### src/rtl/core/qfs_pkg.sv
// ----------------------------------------------------------------------------
// qfs_pkg
// Shared types and constants of the quoted field splitter.
// ----------------------------------------------------------------------------
`default_nettype none

package qfs_pkg;

    // Result kinds
    typedef logic [1:0] t_kind;
    localparam t_kind KIND_CONTENT = 2'd0;
    localparam t_kind KIND_SEP     = 2'd1;
    localparam t_kind KIND_END     = 2'd2;

    // Configuration register indexes
    typedef logic [2:0] t_cfg_idx;
    localparam t_cfg_idx CFG_DELIM_CHARS  = 3'd0;
    localparam t_cfg_idx CFG_OPEN_QUOTE   = 3'd1;
    localparam t_cfg_idx CFG_CLOSE_QUOTE  = 3'd2;
    localparam t_cfg_idx CFG_MAX_FIELDS   = 3'd3;
    localparam t_cfg_idx CFG_IGNORE_EMPTY = 3'd4;

    localparam int CFG_DATA_W = 64;

    typedef logic [7:0] t_byte;
    typedef logic [7:0] t_count;

    localparam t_count COUNT_MAX = 8'hFF;

endpackage

`default_nettype wire

### src/rtl/core/qfs_in_if.sv
// ----------------------------------------------------------------------------
// qfs_in_if
// Input byte channel: valid/ready handshake with one string byte.
// ----------------------------------------------------------------------------
`default_nettype none

interface qfs_in_if;
    logic          valid;
    logic          ready;
    qfs_pkg::t_byte ch;

    modport source (output valid, output ch, input ready);
    modport sink   (input valid, input ch, output ready);
endinterface

`default_nettype wire

### src/rtl/core/qfs_out_if.sv
// ----------------------------------------------------------------------------
// qfs_out_if
// Result channel: valid/ready handshake with byte, kind, index and count.
// ----------------------------------------------------------------------------
`default_nettype none

interface qfs_out_if;
    logic            valid;
    logic            ready;
    qfs_pkg::t_byte  out_byte;
    qfs_pkg::t_kind  kind;
    qfs_pkg::t_count field_index;
    qfs_pkg::t_count field_count;

    modport source (output valid, output out_byte, output kind,
                    output field_index, output field_count, input ready);
    modport sink   (input valid, input out_byte, input kind,
                    input field_index, input field_count, output ready);
endinterface

`default_nettype wire

### src/rtl/core/qfs_delim_match.sv
// ----------------------------------------------------------------------------
// qfs_delim_match
// Parallel compare of one byte against the delimiter list; the list ends
// at its first zero byte.
// ----------------------------------------------------------------------------
`default_nettype none

module qfs_delim_match #(
    parameter int MAX_DELIMS = 8
) (
    input  wire logic [MAX_DELIMS*8-1:0] i_delims,
    input  wire qfs_pkg::t_byte          i_ch,
    output logic                         o_match
);

    logic [MAX_DELIMS-1:0] live;
    logic [MAX_DELIMS-1:0] hit;

    // Mark entries ahead of the first zero byte and compare each one
    always_comb begin
        for (int k = 0; k < MAX_DELIMS; k++) begin
            if (k == 0) begin
                live[k] = (i_delims[7:0] != 8'd0);
            end else begin
                live[k] = live[k-1] && (i_delims[k*8 +: 8] != 8'd0);
            end
            hit[k] = live[k] && (i_delims[k*8 +: 8] == i_ch);
        end
    end

    assign o_match = |hit;

endmodule

`default_nettype wire

### src/rtl/core/quoted_field_splitter.sv
// ----------------------------------------------------------------------------
// quoted_field_splitter
// Splits a zero-terminated byte string into fields at configured
// delimiters, honoring quote mode and a field limit.
// ----------------------------------------------------------------------------
// An accepted request's result is registered and valid the next cycle.
// Throughput: 1 byte per cycle while the output takes results; the single
//   result register refills in the cycle it drains, so ready stays high.
// Reset (synchronous, active low): sets string state to a string start and
//   clears output valid; max_fields returns to 255, other config to zero.
// ----------------------------------------------------------------------------
`default_nettype none

module quoted_field_splitter #(
    parameter int MAX_DELIMS = 8
) (
    input  wire logic                      i_clk,
    input  wire logic                      i_rst_n,
    qfs_in_if.sink                         i_in,
    qfs_out_if.source                      o_out,
    input  wire logic                      i_cfg_we,
    input  wire qfs_pkg::t_cfg_idx         i_cfg_idx,
    input  wire logic [qfs_pkg::CFG_DATA_W-1:0] i_cfg_data
);

    localparam int DELIM_W = MAX_DELIMS * 8;

    // Configuration registers
    logic [DELIM_W-1:0] r_delim_chars;
    qfs_pkg::t_byte     r_open_quote;
    qfs_pkg::t_byte     r_close_quote;
    qfs_pkg::t_count    r_max_fields;
    logic               r_ignore_empty;

    // String state
    logic               r_in_quote,  n_in_quote;
    qfs_pkg::t_count    r_raw_count, n_raw_count;
    qfs_pkg::t_count    r_kept_count, n_kept_count;
    logic               r_has_content, n_has_content;
    logic               r_at_start,  n_at_start;

    // Result register
    logic               r_out_valid;
    qfs_pkg::t_byte     r_out_byte,  n_out_byte;
    qfs_pkg::t_kind     r_kind,      n_kind;
    qfs_pkg::t_count    r_index,     n_index;
    qfs_pkg::t_count    r_count,     n_count;

    logic               in_accept;
    logic               is_delim;
    logic               limited;
    logic               sep;
    qfs_pkg::t_count    raw_now;

    // Take a new request whenever the result register is free or draining
    assign i_in.ready = !r_out_valid || o_out.ready;
    assign in_accept  = i_in.valid && i_in.ready;

    qfs_delim_match #(
        .MAX_DELIMS (MAX_DELIMS)
    ) u_delim_match (
        .i_delims (r_delim_chars),
        .i_ch     (i_in.ch),
        .o_match  (is_delim)
    );

    // Field count as seen by this byte, after a possible string start
    always_comb begin
        if (r_at_start) begin
            raw_now = (r_max_fields != 8'd0) ? 8'd1 : 8'd0;
        end else begin
            raw_now = r_raw_count;
        end
    end

    assign limited = (raw_now == 8'd0) || (raw_now >= r_max_fields);
    assign sep     = !limited && !r_in_quote && (i_in.ch != r_open_quote) && is_delim;

    // Next state and result for one byte
    always_comb begin
        n_in_quote    = r_in_quote;
        n_raw_count   = raw_now;
        n_kept_count  = r_kept_count;
        n_has_content = r_has_content;
        n_at_start    = 1'b0;
        n_out_byte    = i_in.ch;
        n_kind        = qfs_pkg::KIND_CONTENT;
        n_index       = 8'd0;
        n_count       = 8'd0;

        if (i_in.ch == 8'd0) begin
            // End of string: report the count and restart
            n_out_byte = 8'd0;
            n_kind     = qfs_pkg::KIND_END;
            if (!r_at_start) begin
                n_count = r_ignore_empty ? r_kept_count : r_raw_count;
            end
            n_in_quote    = 1'b0;
            n_raw_count   = 8'd0;
            n_kept_count  = 8'd0;
            n_has_content = 1'b0;
            n_at_start    = 1'b1;
        end else begin
            // Toggle quote mode below the field limit
            if (!limited) begin
                if (!r_in_quote && i_in.ch == r_open_quote) begin
                    n_in_quote = 1'b1;
                end else if (r_in_quote && i_in.ch == r_close_quote) begin
                    n_in_quote = 1'b0;
                end
            end

            if (sep) begin
                // Close the field and start the next one
                n_out_byte = 8'd0;
                n_kind     = qfs_pkg::KIND_SEP;
                if (r_ignore_empty) begin
                    n_index = r_has_content ? r_kept_count - 8'd1 : r_kept_count;
                end else begin
                    n_index = raw_now - 8'd1;
                end
                if (raw_now != qfs_pkg::COUNT_MAX) begin
                    n_raw_count = raw_now + 8'd1;
                end
                n_has_content = 1'b0;
            end else begin
                // Content byte: first one in a field makes it a kept field
                if (raw_now != 8'd0 && !r_has_content) begin
                    n_has_content = 1'b1;
                    if (r_kept_count != qfs_pkg::COUNT_MAX) begin
                        n_kept_count = r_kept_count + 8'd1;
                    end
                end
                if (r_ignore_empty) begin
                    n_index = (n_kept_count != 8'd0) ? n_kept_count - 8'd1 : 8'd0;
                end else begin
                    n_index = (raw_now != 8'd0) ? raw_now - 8'd1 : 8'd0;
                end
            end
        end
    end

    // Hold configuration; write on request
    always_ff @(posedge i_clk) begin
        if (!i_rst_n) begin
            r_delim_chars  <= '0;
            r_open_quote   <= 8'd0;
            r_close_quote  <= 8'd0;
            r_max_fields   <= qfs_pkg::COUNT_MAX;
            r_ignore_empty <= 1'b0;
        end else if (i_cfg_we) begin
            case (i_cfg_idx)
                qfs_pkg::CFG_DELIM_CHARS:  r_delim_chars  <= i_cfg_data[DELIM_W-1:0];
                qfs_pkg::CFG_OPEN_QUOTE:   r_open_quote   <= i_cfg_data[7:0];
                qfs_pkg::CFG_CLOSE_QUOTE:  r_close_quote  <= i_cfg_data[7:0];
                qfs_pkg::CFG_MAX_FIELDS:   r_max_fields   <= i_cfg_data[7:0];
                qfs_pkg::CFG_IGNORE_EMPTY: r_ignore_empty <= i_cfg_data[0];
                default: begin
                end
            endcase
        end
    end

    // Advance string state on each accepted request
    always_ff @(posedge i_clk) begin
        if (!i_rst_n) begin
            r_in_quote    <= 1'b0;
            r_raw_count   <= 8'd0;
            r_kept_count  <= 8'd0;
            r_has_content <= 1'b0;
            r_at_start    <= 1'b1;
        end else if (in_accept) begin
            r_in_quote    <= n_in_quote;
            r_raw_count   <= n_raw_count;
            r_kept_count  <= n_kept_count;
            r_has_content <= n_has_content;
            r_at_start    <= n_at_start;
        end
    end

    // Result register valid; drop when taken
    always_ff @(posedge i_clk) begin
        if (!i_rst_n) begin
            r_out_valid <= 1'b0;
        end else if (in_accept) begin
            r_out_valid <= 1'b1;
        end else if (o_out.ready) begin
            r_out_valid <= 1'b0;
        end
    end

    // Result payload
    always_ff @(posedge i_clk) begin
        if (in_accept) begin
            r_out_byte <= n_out_byte;
            r_kind     <= n_kind;
            r_index    <= n_index;
            r_count    <= n_count;
        end
    end

    assign o_out.valid       = r_out_valid;
    assign o_out.out_byte    = r_out_byte;
    assign o_out.kind        = r_kind;
    assign o_out.field_index = r_index;
    assign o_out.field_count = r_count;

    // An end of string returns the string state to its start
    assert property (@(posedge i_clk) disable iff (!i_rst_n)
        (in_accept && i_in.ch == 8'd0) |=>
            (r_at_start && !r_in_quote && r_raw_count == 8'd0 && r_kept_count == 8'd0))
        else $error("string state not cleared after end of string");

    // Kept fields never outnumber started fields
    assert property (@(posedge i_clk) disable iff (!i_rst_n)
        r_kept_count <= r_raw_count)
        else $error("kept field count above raw field count");

    // A field count appears only on an end item
    assert property (@(posedge i_clk) disable iff (!i_rst_n)
        (r_out_valid && r_kind != qfs_pkg::KIND_END) |-> (r_count == 8'd0))
        else $error("field count on a non-end result");

endmodule

`default_nettype wire
### src/flat_wrapper.sv
// flat-port wrapper written by rule: the top's interface ports become plain ports
module quoted_field_splitter_flat 
#(
    parameter int MAX_DELIMS = 8
)
  (i_clk, i_rst_n, i_cfg_we, i_cfg_idx, i_cfg_data, i_in_valid, i_in_ch, i_in_ready, o_out_valid, o_out_out_byte, o_out_kind, o_out_field_index, o_out_field_count, o_out_ready);
  qfs_in_if i_in_i ();
  qfs_out_if o_out_i ();
  input  wire logic i_clk;
  input  wire logic i_rst_n;
  input  wire logic i_cfg_we;
  input  wire qfs_pkg::t_cfg_idx i_cfg_idx;
  input  wire logic [qfs_pkg::CFG_DATA_W-1:0] i_cfg_data;
  input wire logic [$bits(i_in_i.valid)-1:0] i_in_valid;
  input wire logic [$bits(i_in_i.ch)-1:0] i_in_ch;
  output wire logic [$bits(i_in_i.ready)-1:0] i_in_ready;
  output wire logic [$bits(o_out_i.valid)-1:0] o_out_valid;
  output wire logic [$bits(o_out_i.out_byte)-1:0] o_out_out_byte;
  output wire logic [$bits(o_out_i.kind)-1:0] o_out_kind;
  output wire logic [$bits(o_out_i.field_index)-1:0] o_out_field_index;
  output wire logic [$bits(o_out_i.field_count)-1:0] o_out_field_count;
  input wire logic [$bits(o_out_i.ready)-1:0] o_out_ready;
  assign i_in_i.valid = i_in_valid;
  assign i_in_i.ch = i_in_ch;
  assign i_in_ready = i_in_i.ready;
  assign o_out_valid = o_out_i.valid;
  assign o_out_out_byte = o_out_i.out_byte;
  assign o_out_kind = o_out_i.kind;
  assign o_out_field_index = o_out_i.field_index;
  assign o_out_field_count = o_out_i.field_count;
  assign o_out_i.ready = o_out_ready;
  quoted_field_splitter #(.MAX_DELIMS(MAX_DELIMS)) u_core (.i_clk(i_clk), .i_rst_n(i_rst_n), .i_in(i_in_i), .o_out(o_out_i), .i_cfg_we(i_cfg_we), .i_cfg_idx(i_cfg_idx), .i_cfg_data(i_cfg_data));
endmodule
### config.mk
export PLATFORM = sky130hd
export DESIGN_NAME = quoted_field_splitter_flat
export DESIGN_NICKNAME = d
export VERILOG_FILES = /design/src/rtl/core/qfs_pkg.sv /design/src/rtl/core/qfs_in_if.sv /design/src/rtl/core/qfs_out_if.sv /design/src/rtl/core/qfs_delim_match.sv /design/src/rtl/core/quoted_field_splitter.sv /design/src/flat_wrapper.sv
export SDC_FILE = /design/constraint.sdc
export NUM_CORES = 1
export LEC_CHECK = 0
export BUFFER_PORTS_ARGS = -buffer_cell sky130_fd_sc_hd__buf_2
export CORE_ASPECT_RATIO = 1.25
export CORE_MARGIN = 2
export CORE_UTILIZATION = 30
export CTS_BUF_LIST = sky130_fd_sc_hd__clkbuf_4
export CTS_CLUSTER_SIZE = 16
export DETAILED_ROUTE_END_ITERATION = 7
export GPL_TIMING_DRIVEN = 0
export PLACE_DENSITY = 0.51
export SLEW_MARGIN = 20
export SYNTH_ARGS = -nofsm -noshare
export SYNTH_HDL_FRONTEND = slang
export SYNTH_SLANG_ARGS = --single-unit
### constraint.sdc
create_clock -name i_clk -period 7.1 [get_ports i_clk]
set_input_delay 1.42 -clock i_clk [delete_from_list [all_inputs] [get_ports i_clk]]
set_output_delay 1.42 -clock i_clk [all_outputs]
set_load 0.05 [all_outputs]
## Word level (Yosys, flattened, before mapping)

Index checks and enable logic that the tools add are counted.

- Input port bits: 80
- Flip-flop bits (word level): 135
- Word-level logic and storage cells: 126
- Output and inout port bits: 28

- Add/subtract/negate cells: 5
- Magnitude comparators: 1
- Reductions and logical operators: 56
- Multiplexer cells: 29
- Bitwise operators: 1
- Eq/ne operators: 19

Operators by type and width:

| kind | count |
|---|---|
| $mux W8 | 17 |
| $reduce_bool A8 Y1 | 11 |
| $eq A8 B8 Y1 | 10 |
| $sub A8 B1 Y8 const B | 3 |
| $logic_and A1 B1 Y1 | 22 |
| $add A8 B1 Y8 const B | 2 |
| $logic_not A8 Y1 | 2 |
| $ne A8 B8 Y1 const B | 2 |
| $reduce_and A2 Y1 | 7 |
| $mux W1 | 12 |
| $ge A8 B8 Y1 | 1 |
| $ne A8 B8 Y1 | 1 |
| $reduce_or A8 Y1 | 1 |
| $eq A3 B2 Y1 const B | 2 |
| $reduce_bool A3 Y1 | 2 |
| $logic_not A1 Y1 | 4 |
| $ne A2 B2 Y1 const B | 2 |
| $reduce_or A2 Y1 | 2 |
| $eq A3 B1 Y1 const B | 1 |
| $eq A3 B3 Y1 const B | 1 |
| $logic_not A3 Y1 | 1 |
| $reduce_and A3 Y1 | 1 |
| $logic_or A1 B1 Y1 | 2 |
| $reduce_bool A2 Y1 | 1 |
| $not A1 Y1 | 1 |

## Longest topological paths before layout

Gate-level depths: netlist of the first run.

- Word-level depth: 17
- Gate-level depth with buffers: 15
- Depth with buffers taken out: 15

## Modules after synthesis

A second synthesis of the first run with hierarchy kept.

- Cells, all modules: 901
- Area, all modules: 7,385.8 sq um

Modules (own cells, without submodules):

| module | cells an instance | instances | seq. area each (sq um) | area an instance (sq um) |
|---|---|---|---|---|
| quoted_field_splitter | 776 | 1 | 2,962.8 | 6,472.5 |
| qfs_delim_match | 125 | 1 | 0.0 | 913.4 |

## Worst setup path after synthesis of the first run

No wires, ideal clock.

- Kind: input to register
- Start: in o_out_ready
- End: reg u_core.r_raw_count[1]
- Cell stages on the path: 8
- Setup time: 0.060 ns
- Arrival time: 3.627 ns
- Setup slack: 3.413 ns
- Data required time: 7.040 ns
- Buffers on the path: 0
- Path through: nand2b_1 nand2_1 inv_1 nand3_1 nor2_1 o21ai_0 a31oi_1 a41o_1

- Word-level cells in the longest chain between the ends: 2

RTL lines:

| what | line | text |
|---|---|---|
| start, declared | flat_wrapper.sv:22 | `input wire logic [$bits(o_out_i.ready)-1:0] o_out_ready;` |
| $logic_or A1 B1 Y1 | quoted_field_splitter.sv:56 | `assign i_in.ready = !r_out_valid \|\| o_out.ready;` |
| $logic_and A1 B1 Y1 | quoted_field_splitter.sv:57 | `assign in_accept = i_in.valid && i_in.ready;` |
| net u_core.in_accept | quoted_field_splitter.sv:49 | `logic in_accept;` |
| end signal, assigned | quoted_field_splitter.sv:174 | `r_raw_count <= n_raw_count;` |
| end, declared | quoted_field_splitter.sv:37 | `qfs_pkg::t_count r_raw_count, n_raw_count;` |

The timed path passes the listed nets, and every way through them passes these cells.
A chain may end at the register's enable or synchronous reset.

## Worst setup path in the final report of the first run

- Start: reg u_core.r_at_start
- End: reg u_core.r_index[0], in the netlist u_core.o_out.field_index[0], data pin

- Word-level cells in the longest chain between the ends: 10
- Elaborated cells between the ends (all ways): 21

RTL lines:

| what | line | text |
|---|---|---|
| start, declared | quoted_field_splitter.sv:40 | `logic r_at_start, n_at_start;` |
| start signal, assigned | quoted_field_splitter.sv:177 | `r_at_start <= n_at_start;` |
| $mux W8 (*) | quoted_field_splitter.sv:69 | `if (r_at_start) begin` |
| $reduce_bool A8 Y1 | quoted_field_splitter.sv:128, quoted_field_splitter.sv:137 |  |
| $logic_and A1 B1 Y1 | quoted_field_splitter.sv:128 | `if (raw_now != 8'd0 && !r_has_content) begin` |
| $mux W8 | quoted_field_splitter.sv:128 |  |
| $mux W8 | quoted_field_splitter.sv:113 | `if (sep) begin` |
| $mux W8 | quoted_field_splitter.sv:91 | `if (i_in.ch == 8'd0) begin` |
| $sub A8 B1 Y8 / $reduce_bool A8 Y1 (equally long branches) | quoted_field_splitter.sv:135 | `n_index = (n_kept_count != 8'd0) ? n_kept_count - 8'd1 : 8'd0;` |
| $mux W8 | quoted_field_splitter.sv:135 |  |
| $mux W8 | quoted_field_splitter.sv:134 | `if (r_ignore_empty) begin` |
| $mux W8 (*) | quoted_field_splitter.sv:113 |  |
| end signal, assigned | quoted_field_splitter.sv:197 | `r_index <= n_index;` |
| end, declared | quoted_field_splitter.sv:46 | `qfs_pkg::t_count r_index, n_index;` |

Mark *: on every way between the ends. The rest lies on a longest branch, timed or not. The select of a mux whose other input is x is not followed.

==> run summary, run 1 <==
CTS Buffer Depth: 2
M1 GR Usage: 0.211
Post-Syn Instances: 908
DP Area: 8480 um2
Post-Syn Area per Cell: 8.29 um2
Ys flop type: dfxtp_1
Synth async-reset ratio: 0
Req. time, crit path: 7.43 ns
Die area: 26,400 um2
Hold depth: 2
Vias per inst: 5.04
# nets final: 1,129
Most frequent cells in the layout: nand2_1 (194), buf_2 (123), dfxtp_1 (109), a21oi_1 (85), xor2_1 (72)
Resize count post-CTS: 0
Routed vias: 6,941
CP Launch Type: register
Commonest non-fill, non-tap cell in the layout: nand2_1
Worst Hold Path EP: u_core.r_open_quote[5]
Site Rows: 64
Fill cell count: 2,692
Final clock period utilization by the worst path: 0.658
CTS tree: done
Pleak: 3.49 nW
Pwr/cell area: 184 nW/um2
Die width: 146 um
Hold path start: u_core.r_open_quote[5]
Most used routing layer: met2
Root buffer cell: clkbuf_4
Multi-input logic area: 4240 um2
Fmax: 214 MHz
Post-synthesis cell area: 7530 um2
Final cell count without fillers: 1,378
Core area: 24,600 um2
Launching point of the worst reg2reg path: u_core.r_at_start
Clk_lat worst skew: 0.56 ns
Post-synth EDFFs: 26
Setup-failing EPs final: 0
Worst Reg2Reg Path Length in Cells: 14
Max cap viols: 0
RSZ-0062 raised after global routing: false
Grt total ovfl: 0
IO Pins: 108
Post-CTS setup buffers: 0
Yosys cell types: 76
Yosys reg bits: 135
Worst setup startpoint: u_core.r_at_start
Gpl congestion: 0.878
Register cell area after layout: 2960 um2
Arrival @ worst endpoint: 5.00 ns
Largest net degree at the start of global routing: 31
Met2 GRT Util: 0.300
Mean routed wirelength per cell: 16.7 um
Total Wirelength: 23,100 um
Status: complete, no violations
Overall power: 0.00161 W
CTS clk-pin slew, worst paths: 0.13 ns
Yosys Warn Count: 0
Die H: 181 um
Vias in the first global route: 6,830
Gr usage total: 0.176
Worst slew margin: 0.407
Final Core Density: 0.356
Post-route ant nets: 0
DP HPWL: 17,300 um
Initial antenna violation count: 3
H-tree lvl count: 4
Proportion of layout cells with a drive suffix above 1: 0.164
Min-Delay Path Class: register to register
Syn nets: 1,003
Peak supply drop: 0.0000966 V
Critical path capture point type: register
DRT Pass-1 Iters: 5
Hold_buf cts: 0
CP max FO: 10
CP Class: register to register
Placed cell count: 1,345
Fin crit period: 4.67 ns
Final Hold Fails: 0
Sequential-to-total area share from yosys stat: 0.393
Final Slew Violations: 0
# DRC: 0
Clock skew: 0.0249 ns
Syn-to-layout area delta: 16.2%
Setup TNS: 0 ns
Flop2flop setup slack: 2.43 ns
First-pass GRT wire length: 36,400 um
Actual slew at the worst max-slew pin: 0.886 ns
Starting density of the core: 0.306
Worst flop-to-flop path endpoint: u_core.o_out.field_index[0]
Port Buffers: 107
DRT iter0 DRCs: 498
Post-route cell area: 8750 um2
CTS Buf Count: 17
CTS sink cnt: 135
Met3 Track Usage GR: 0.0371
[power breakdown]
group	switching [W]	total [W]	internal, W
Clock	0.000303	0.000513	0.000210
Combinational	0.000180	0.000274	0.0000939
Sequential	0.0000161	0.000821	0.000805
[cells by family (layout without fill, tap and decap cells)]
kind of cell    Yosys count  after routing  share of synthesized area
fa+ha+maj                15             15                     0.0249
xor+xnor                 95             95                      0.110
buf+inv                  81            220                     0.0440
flops                   135            135                      0.393
compound gates          191            191                      0.170
mux                      21             21                     0.0281
simple gates            370            370                      0.229
other cells               0              1                          0
[worst max path at each step]
stage                                       end  slack, ns  cells past startpoint
floorplan                 u_core.r_raw_count[1]       3.41                      8
detailed placement  u_core.o_out.field_index[0]       2.43                     14
global route        u_core.o_out.field_index[0]       2.09                     14
global placement    u_core.o_out.field_index[0]       2.42                     14
finish              u_core.o_out.field_index[0]       2.43                     14
CTS                 u_core.o_out.field_index[0]       2.42                     14
[sequential cells by signal, summed over array words and instances, names as in the netlist]
| register | flops |
|---|---|
| u_core.o_out.kind | 2 |
| u_core.r_open_quote | 8 |
| u_core.o_out.out_byte | 8 |
| u_core.r_in_quote | 1 |
| u_core.r_delim_chars | 64 |
| u_core.o_out.valid | 1 |
| u_core.r_has_content | 1 |
| u_core.r_close_quote | 8 |
| u_core.o_out.field_index | 8 |
| u_core.o_out.field_count | 8 |
| u_core.r_max_fields | 8 |
| u_core.r_at_start | 1 |
| u_core.r_raw_count | 8 |
| u_core.r_ignore_empty | 1 |
| u_core.r_kept_count | 8 |
[synthesized netlist by cell type, types with 5 or more instances]
cell	n	area, um2
o21bai_1	5	37.5
a21oi_1	85	425
clkbuf_1	36	135
xnor2_1	23	201
buf_2	16	80.1
xor2_1	72	631
dfxtp_1	109	2180
o21ai_0	15	75.1
and3_1	5	31.3
a22o_1	7	61.3
edfxtp_1	26	781
mux2i_1	20	200
or3_1	5	31.3
nor3_1	10	50.1
inv_1	21	78.8
nor2_1	42	158
nor4_1	37	231
nand3_1	18	90.1
nand2b_1	6	37.5
nand2_1	194	728
ha_1	15	188
and2_1	15	93.8
a211oi_1	6	45.0
o211ai_1	14	105
nand4_1	9	56.3
nor2b_1	9	56.3
a31oi_1	5	31.3
o22ai_1	5	31.3
[routing by layer]
layer,vias up,part of all wire
li1,3454,-
met3,55,0.042
met2,226,0.49
met1,3202,0.43
met5,-,0.00087
met4,4,0.034
[area by class of cell]
class                           count  area share
Sequential cell                   135       0.339
Multi-Input combinational cell    692       0.484
Clock inverter                     14      0.0152
Clock buffer                       18      0.0154
Timing Repair Buffer              107      0.0612
Buffer                             57      0.0276
Inverter                           24      0.0103
Tap cell                          330      0.0472
Antenna cell                        1    0.000286
[worst max-delay path, cell delays in order (launching register included)]
cell and delay [ns]:
dfxtp_1 0.49, clkbuf_1 0.38, nor2_1 0.08, nor2_1 0.54
inv_1 0.20, ha_1 0.29, a21oi_1 0.24, o21ai_2 0.15
nor2_1 0.33, mux2i_1 0.43, ha_1 0.21, inv_1 0.07
o41ai_4 0.61, o22ai_1 0.17, a22o_1 0.27
[stage by stage]
step           hold slack (ns)  setup slack, ns
2_1_floorplan            0.449             3.41
3_3_place_gp             0.464             2.42
3_5_place_dp             0.464             2.43
4_1_cts                  0.482             2.42
5_1_grt                  0.508             2.09
6_report                 0.479             2.43
Note: power is estimated with default switching activity, not from simulation.
==> run 2: changes to the inputs <==
==> constraint.sdc (replaced) <==
create_clock -name i_clk -period 4.41 [get_ports i_clk]
set_input_delay 0.882 -clock i_clk [delete_from_list [all_inputs] [get_ports i_clk]]
set_output_delay 0.882 -clock i_clk [all_outputs]
set_load 0.05 [all_outputs]
==> run summary, run 2 (synthesis results as in run 1) <==
Grt total ovfl: 0 (unchanged)
CP Launch Type: register (unchanged)
# DRC: 0 (unchanged)
Site Rows: 64 (unchanged)
Total Wirelength: 23,100 um (about the same)
Proportion of layout cells with a drive suffix above 1: 0.168 (was 0.164)
Arrival @ worst endpoint: 4.32 ns (was 5.00 ns)
Clock skew: 0.0269 ns (was 0.0249 ns)
Critical path capture point type: register (unchanged)
DRT iter0 DRCs: 504 (was 498)
CTS clk-pin slew, worst paths: 0.13 ns (about the same)
Routed length on met1: 9980 um (was 10,000 um)
Hold path start: u_core.r_open_quote[5] (unchanged)
CTS Buffer Depth: 2 (unchanged)
Setup-failing EPs final: 0 (unchanged)
Routed vias: 6,932 (was 6,941)
CTS sink cnt: 135 (unchanged)
Met2 wire length: 11,400 um (was 11,300 um)
Max FFs per register: 64 (unchanged)
Pleak: 3.50 nW (was 3.49 nW)
Logic gate share of total power: 0.171 (about the same)
RSZ-0062 raised after global routing: false (unchanged)
Actual slew at the worst max-slew pin: 0.886 ns (about the same)
Die width: 146 um (unchanged)
CP Class: register to register (unchanged)
Worst slew margin: 0.407 (about the same)
Clk_lat worst skew: 0.56 ns (about the same)
Final Hold Fails: 0 (unchanged)
Top reg by flops: u_core.r_delim_chars (unchanged)
Launching point of the worst reg2reg path: u_core.r_at_start (unchanged)
Met3 wire len: 990 um (was 974 um)
Fin crit period: 3.99 ns (was 4.67 ns)
Req. time, crit path: 4.74 ns (was 7.43 ns)
Vias per inst: 5.02 (was 5.04)
Vias in the first global route: 6,829 (was 6,830)
Final Slew Violations: 0 (unchanged)
Power Internal: 0.00179 W (was 0.00111 W)
Root buffer cell: clkbuf_4 (unchanged)
Die area: 26,400 um2 (unchanged)
CTS Buf Count: 17 (unchanged)
Psw: 0.000801 W (was 0.000499 W)
Gpl congestion: 0.878 (unchanged)
Starting density of the core: 0.306 (unchanged)
Fmax: 250 MHz (was 214 MHz)
Largest net degree at the start of global routing: 31 (unchanged)
Initial antenna violation count: 3 (unchanged)
DRT Pass-1 Iters: 6 (was 5)
Die H: 181 um (unchanged)
Min-Delay Path Class: register to register (unchanged)
First-pass GRT wire length: 36,400 um (about the same)
DP HPWL: 17,300 um (unchanged)
Status: complete, no violations (unchanged)
CP max FO: 10 (unchanged)
Dpl ws: -0.265 ns (was 2.43 ns)
Fill cell count: 2,689 (was 2,692)
Pwr/cell area: 295 nW/um2 (was 184 nW/um2)
Peak supply drop: 0.000155 V (was 0.0000966 V)
# nets final: 1,131 (was 1,129)
Top layer in use: met5 (unchanged)
H-tree lvl count: 4 (unchanged)
Commonest non-fill, non-tap cell in the layout: nand2_1 (unchanged)
Clock share of power: 0.318 (was 0.319)
Final clock period utilization by the worst path: 0.905 (was 0.658)
Port Buffers: 107 (unchanged)
Max cap viols: 0 (unchanged)
Mean routed wirelength per cell: 16.8 um (was 16.7 um)
Sw frac: 0.310 (about the same)
Post-route ant nets: 0 (unchanged)
IO Pins: 108 (unchanged)
Reg power frac: 0.511 (about the same)
Worst setup startpoint: u_core.r_at_start (unchanged)
Gr usage total: 0.176 (unchanged)
Syn-to-layout area delta: 16.4% (was 16.2%)
Setup TNS: 0 ns (unchanged)
Core area: 24,600 um2 (unchanged)
Most frequent cells in the layout: nand2_1 (194), buf_2 (123), dfxtp_1 (109), a21oi_1 (85), xor2_1 (72) (unchanged)
CTS tree: done (unchanged)
Worst setup margin: 0.418 ns (was 2.43 ns)
## run 2: cell types whose count changed in the layout (fill, tap and decap cells not counted)
| cell | delta |
|---|---|
| buf_4 | +2 |
| clkbuf_1 | -1 |
| clkbuf_2 | +1 |
| nor2_1 | -1 |
| nor2_2 | +1 |
## run 2: per-layer routing
layer / vias up / global-route usage
met3: 55 / 0.0371
met1: 3209 / 0.211
met2: 207 / 0.299
li1: 3457 / -
met5: - / 0
met4: 4 / 0.0835
## run 2: final cells by class
cell class / count / area [um2] / area share
multi-input cells: 692 / 4240 / 0.483
flip-flops and latches: 135 / 2960 / 0.338
repair buffers: 109 / 551 / 0.0628
well taps: 330 / 413 / 0.0471
plain buffers: 57 / 243 / 0.0277
clock buffers: 18 / 135 / 0.0154
clock inverters: 14 / 133 / 0.0151
inverters: 24 / 90.1 / 0.0103
diodes: 1 / 2.50 / 0.000285
## run 2: path summary, 6_finish.rpt
check                                              endpoint  slack, ns  cells after the start
worst max-delay path            u_core.o_out.field_index[7]       0.42                     13
worst min-delay path                 u_core.r_open_quote[5]       0.48                      2
worst max register to register  u_core.o_out.field_index[7]       0.42                     13
worst min register to register       u_core.r_open_quote[5]       0.48                      2
## run 2: power groups by stage
stage	clock [W]	combinational, W	sequential [W]
after detailed placement	0	0.000442	0.00135
after CTS	0.000852	0.000444	0.00132
final	0.000823	0.000442	0.00132
after floorplan	0	0.000246	0.00140
after global placement	0	0.000438	0.00135
after global routing	0.000908	0.000486	0.00133
## run 2: through the flow
step | hold slack [ns] | power (W) | std cells | util | area [um2]
2_1_floorplan | 0.449 | 0.00164 | 908 | - | 7530
3_3_place_gp | 0.464 | 0.00179 | 1345 | 0.345 | 8480
3_5_place_dp | 0.464 | 0.00179 | 1345 | 0.345 | 8480
4_1_cts | 0.482 | 0.00262 | 1377 | 0.356 | 8750
5_1_grt | 0.492 | 0.00272 | 1380 | 0.357 | 8770
6_report | 0.478 | 0.00259 | 1380 | 0.357 | 8770
## run 2: critical path: stages, from the launching register on
cell and delay [ns]:
dfxtp_1 0.49, clkbuf_2 0.27, nor2_1 0.08, nor2_2 0.33
inv_1 0.16, ha_1 0.29, nand2b_1 0.14, a211oi_1 0.23
o21bai_1 0.15, a2111oi_1 0.58, and2_1 0.21, clkbuf_1 0.20
a21oi_1 0.29, a22o_1 0.33
## run 2: timing repair
action / CTS / global route
setup buffers: 0 / 2
pin swaps: 0 / 1
setup endpoints to repair: 7 / 6
resized for setup: 2 / 0
hold endpoints to repair: 0 / 0
hold buffers: 0 / 0
==> run 3: changes to the inputs <==
--- a/config.mk
+++ b/config.mk
@@ -9,7 +9,6 @@
 export CORE_ASPECT_RATIO = 1.25
 export CORE_MARGIN = 2
 export CORE_UTILIZATION = 30
-export CTS_BUF_LIST = sky130_fd_sc_hd__clkbuf_4
 export CTS_CLUSTER_SIZE = 16
 export DETAILED_ROUTE_END_ITERATION = 7
 export GPL_TIMING_DRIVEN = 0
==> run summary, run 3 (synthesis results as in run 1) <==
Dpl ws: -0.265 ns (unchanged)
Final cell count without fillers: 1,379 (was 1,380)
Starting density of the core: 0.306 (unchanged)
Routed vias: 6,885 (was 6,932)
CTS sink cnt: 135 (unchanged)
Site Rows: 64 (unchanged)
Clk_lat worst skew: 0.42 ns (was 0.56 ns)
Vias per inst: 4.99 (was 5.02)
Placed cell count: 1,345 (unchanged)
Total Wirelength: 23,200 um (was 23,100 um)
Initial antenna violation count: 2 (was 3)
Most frequent cells in the layout: nand2_1 (194), buf_2 (123), dfxtp_1 (109), a21oi_1 (85), xor2_1 (72) (unchanged)
Die width: 146 um (unchanged)
Worst Reg2Reg Path Length in Cells: 13 (unchanged)
Vias in the first global route: 6,819 (was 6,829)
Req. time, crit path: 4.58 ns (was 4.74 ns)
Hold_buf cts: 0 (unchanged)
Die H: 181 um (unchanged)
Grt total ovfl: 0 (unchanged)
DP HPWL: 17,300 um (unchanged)
Max FFs per register: 64 (unchanged)
Die area: 26,400 um2 (unchanged)
Top reg by flops: u_core.r_delim_chars (unchanged)
Pleak: 3.64 nW (was 3.50 nW)
Actual slew at the worst max-slew pin: 0.878 ns (was 0.886 ns)
Syn-to-layout area delta: 20.8% (was 16.4%)
CTS clk-pin slew, worst paths: 0.06 ns (was 0.13 ns)
CP Launch Type: register (unchanged)
Final Hold Fails: 0 (unchanged)
Mean routed wirelength per cell: 16.8 um (about the same)
CP Class: register to register (unchanged)
Post-route ant nets: 0 (unchanged)
Gpl congestion: 0.878 (unchanged)
Final clock period utilization by the worst path: 0.908 (was 0.905)
Largest net degree at the start of global routing: 31 (unchanged)
CTS Buf Count: 17 (unchanged)
CTS Buffer Depth: 2 (unchanged)
Port Buffers: 107 (unchanged)
Worst slew margin: 0.412 (was 0.407)
Setup-failing EPs final: 0 (unchanged)
IO Pins: 108 (unchanged)
Worst setup margin: 0.405 ns (was 0.418 ns)
# nets final: 1,131 (unchanged)
DRT Pass-1 Iters: 6 (unchanged)
Min-Delay Path Class: register to register (unchanged)
Commonest non-fill, non-tap cell in the layout: nand2_1 (unchanged)
Hold path start: u_core.r_open_quote[5] (unchanged)
Ant diodes: 0 (was 1)
H-tree lvl count: 4 (unchanged)
# DRC: 0 (unchanged)
Critical path capture point type: register (unchanged)
Launching point of the worst reg2reg path: u_core.r_at_start (unchanged)
Gr usage total: 0.176 (about the same)
Pwr/cell area: 355 nW/um2 (was 295 nW/um2)
Arrival @ worst endpoint: 4.18 ns (was 4.32 ns)
RSZ-0062 raised after global routing: false (unchanged)
CP max FO: 10 (unchanged)
First-pass GRT wire length: 36,500 um (was 36,400 um)
Overall power: 0.00323 W (was 0.00259 W)
Final Slew Violations: 0 (unchanged)
Fin crit period: 4.00 ns (was 3.99 ns)
Core area: 24,600 um2 (unchanged)
Clock skew: 0.00914 ns (was 0.0269 ns)
Hold slack: 0.471 ns (was 0.478 ns)
Max cap viols: 0 (unchanged)
DRT iter0 DRCs: 448 (was 504)
CTS tree: done (unchanged)
Status: complete, no violations (unchanged)
Proportion of layout cells with a drive suffix above 1: 0.170 (was 0.168)
Worst setup startpoint: u_core.r_at_start (unchanged)
Peak supply drop: 0.000242 V (was 0.000155 V)
Root buffer cell: clkbuf_16 (was clkbuf_4)
Hold depth: 2 (unchanged)
Fmax: 250 MHz (about the same)
## run 3: cell count changes in the layout (fill, tap and decap cells not counted), sizes merged
cell / delta
clkinv: -3
clkbuf: +4
inv: -1
diode: -1
## run 3: critical path, cell delays in order (launching register included)
cell	delay [ns]
dfxtp_1	0.47
clkbuf_2	0.27
nor2_1	0.08
nor2_2	0.33
inv_1	0.17
ha_1	0.29
nand2b_1	0.14
a211oi_1	0.23
o21bai_1	0.15
a2111oi_1	0.59
and2_1	0.21
clkbuf_1	0.21
a21oi_1	0.29
a22o_1	0.33
## run 3: worst paths after layout
kind                                      end  slack, ns
setup reg to reg  u_core.o_out.field_index[7]       0.41
hold / removal         u_core.r_open_quote[5]       0.47
hold reg to reg        u_core.r_open_quote[5]       0.47
setup / recovery  u_core.o_out.field_index[7]       0.41
## run 3: per-stage QoR
step / util / setup TNS (ns) / cell area [um2]
after floorplan: - / 0 / 7530
after global placement: 0.345 / -1.24 / 8480
after detailed placement: 0.345 / -1.33 / 8480
after CTS: 0.370 / 0 / 9080
after global routing: 0.370 / 0 / 9100
final: 0.370 / 0 / 9100
## run 3: power breakdown
group / internal, W / total, W / switching [W]
logic: 0.000152 / 0.000442 / 0.000290
clock network: 0.000896 / 0.00146 / 0.000565
registers: 0.00130 / 0.00132 / 0.0000259
## run 3: area by class of cell
cell class / instances / area [um2]
multi-input combinational: 692 / 4240
inverter: 24 / 90.1
clock buffer: 22 / 484
clock inverter: 10 / 118
timing repair buffer: 109 / 551
fill: 2649 / 15500
sequential: 135 / 2960
tap: 330 / 413
buffer: 57 / 243
## run 3: per-layer routing
layer	vias to the layer above	GRT usage	wire length, um
li1	3458	-	-
met1	3169	0.212	9960
met2	210	0.303	11500
met3	44	0.0326	1080
met4	4	0.0827	629
met5	-	0	20
## run 3: what timing repair did
action | in CTS | in global routing
endpoints found under the hold margin | 0 | 0
pin swaps | 0 | 1
setup buffers | 0 | 2
gates resized for setup | 2 | 0
setup endpoints to repair | 7 | 6
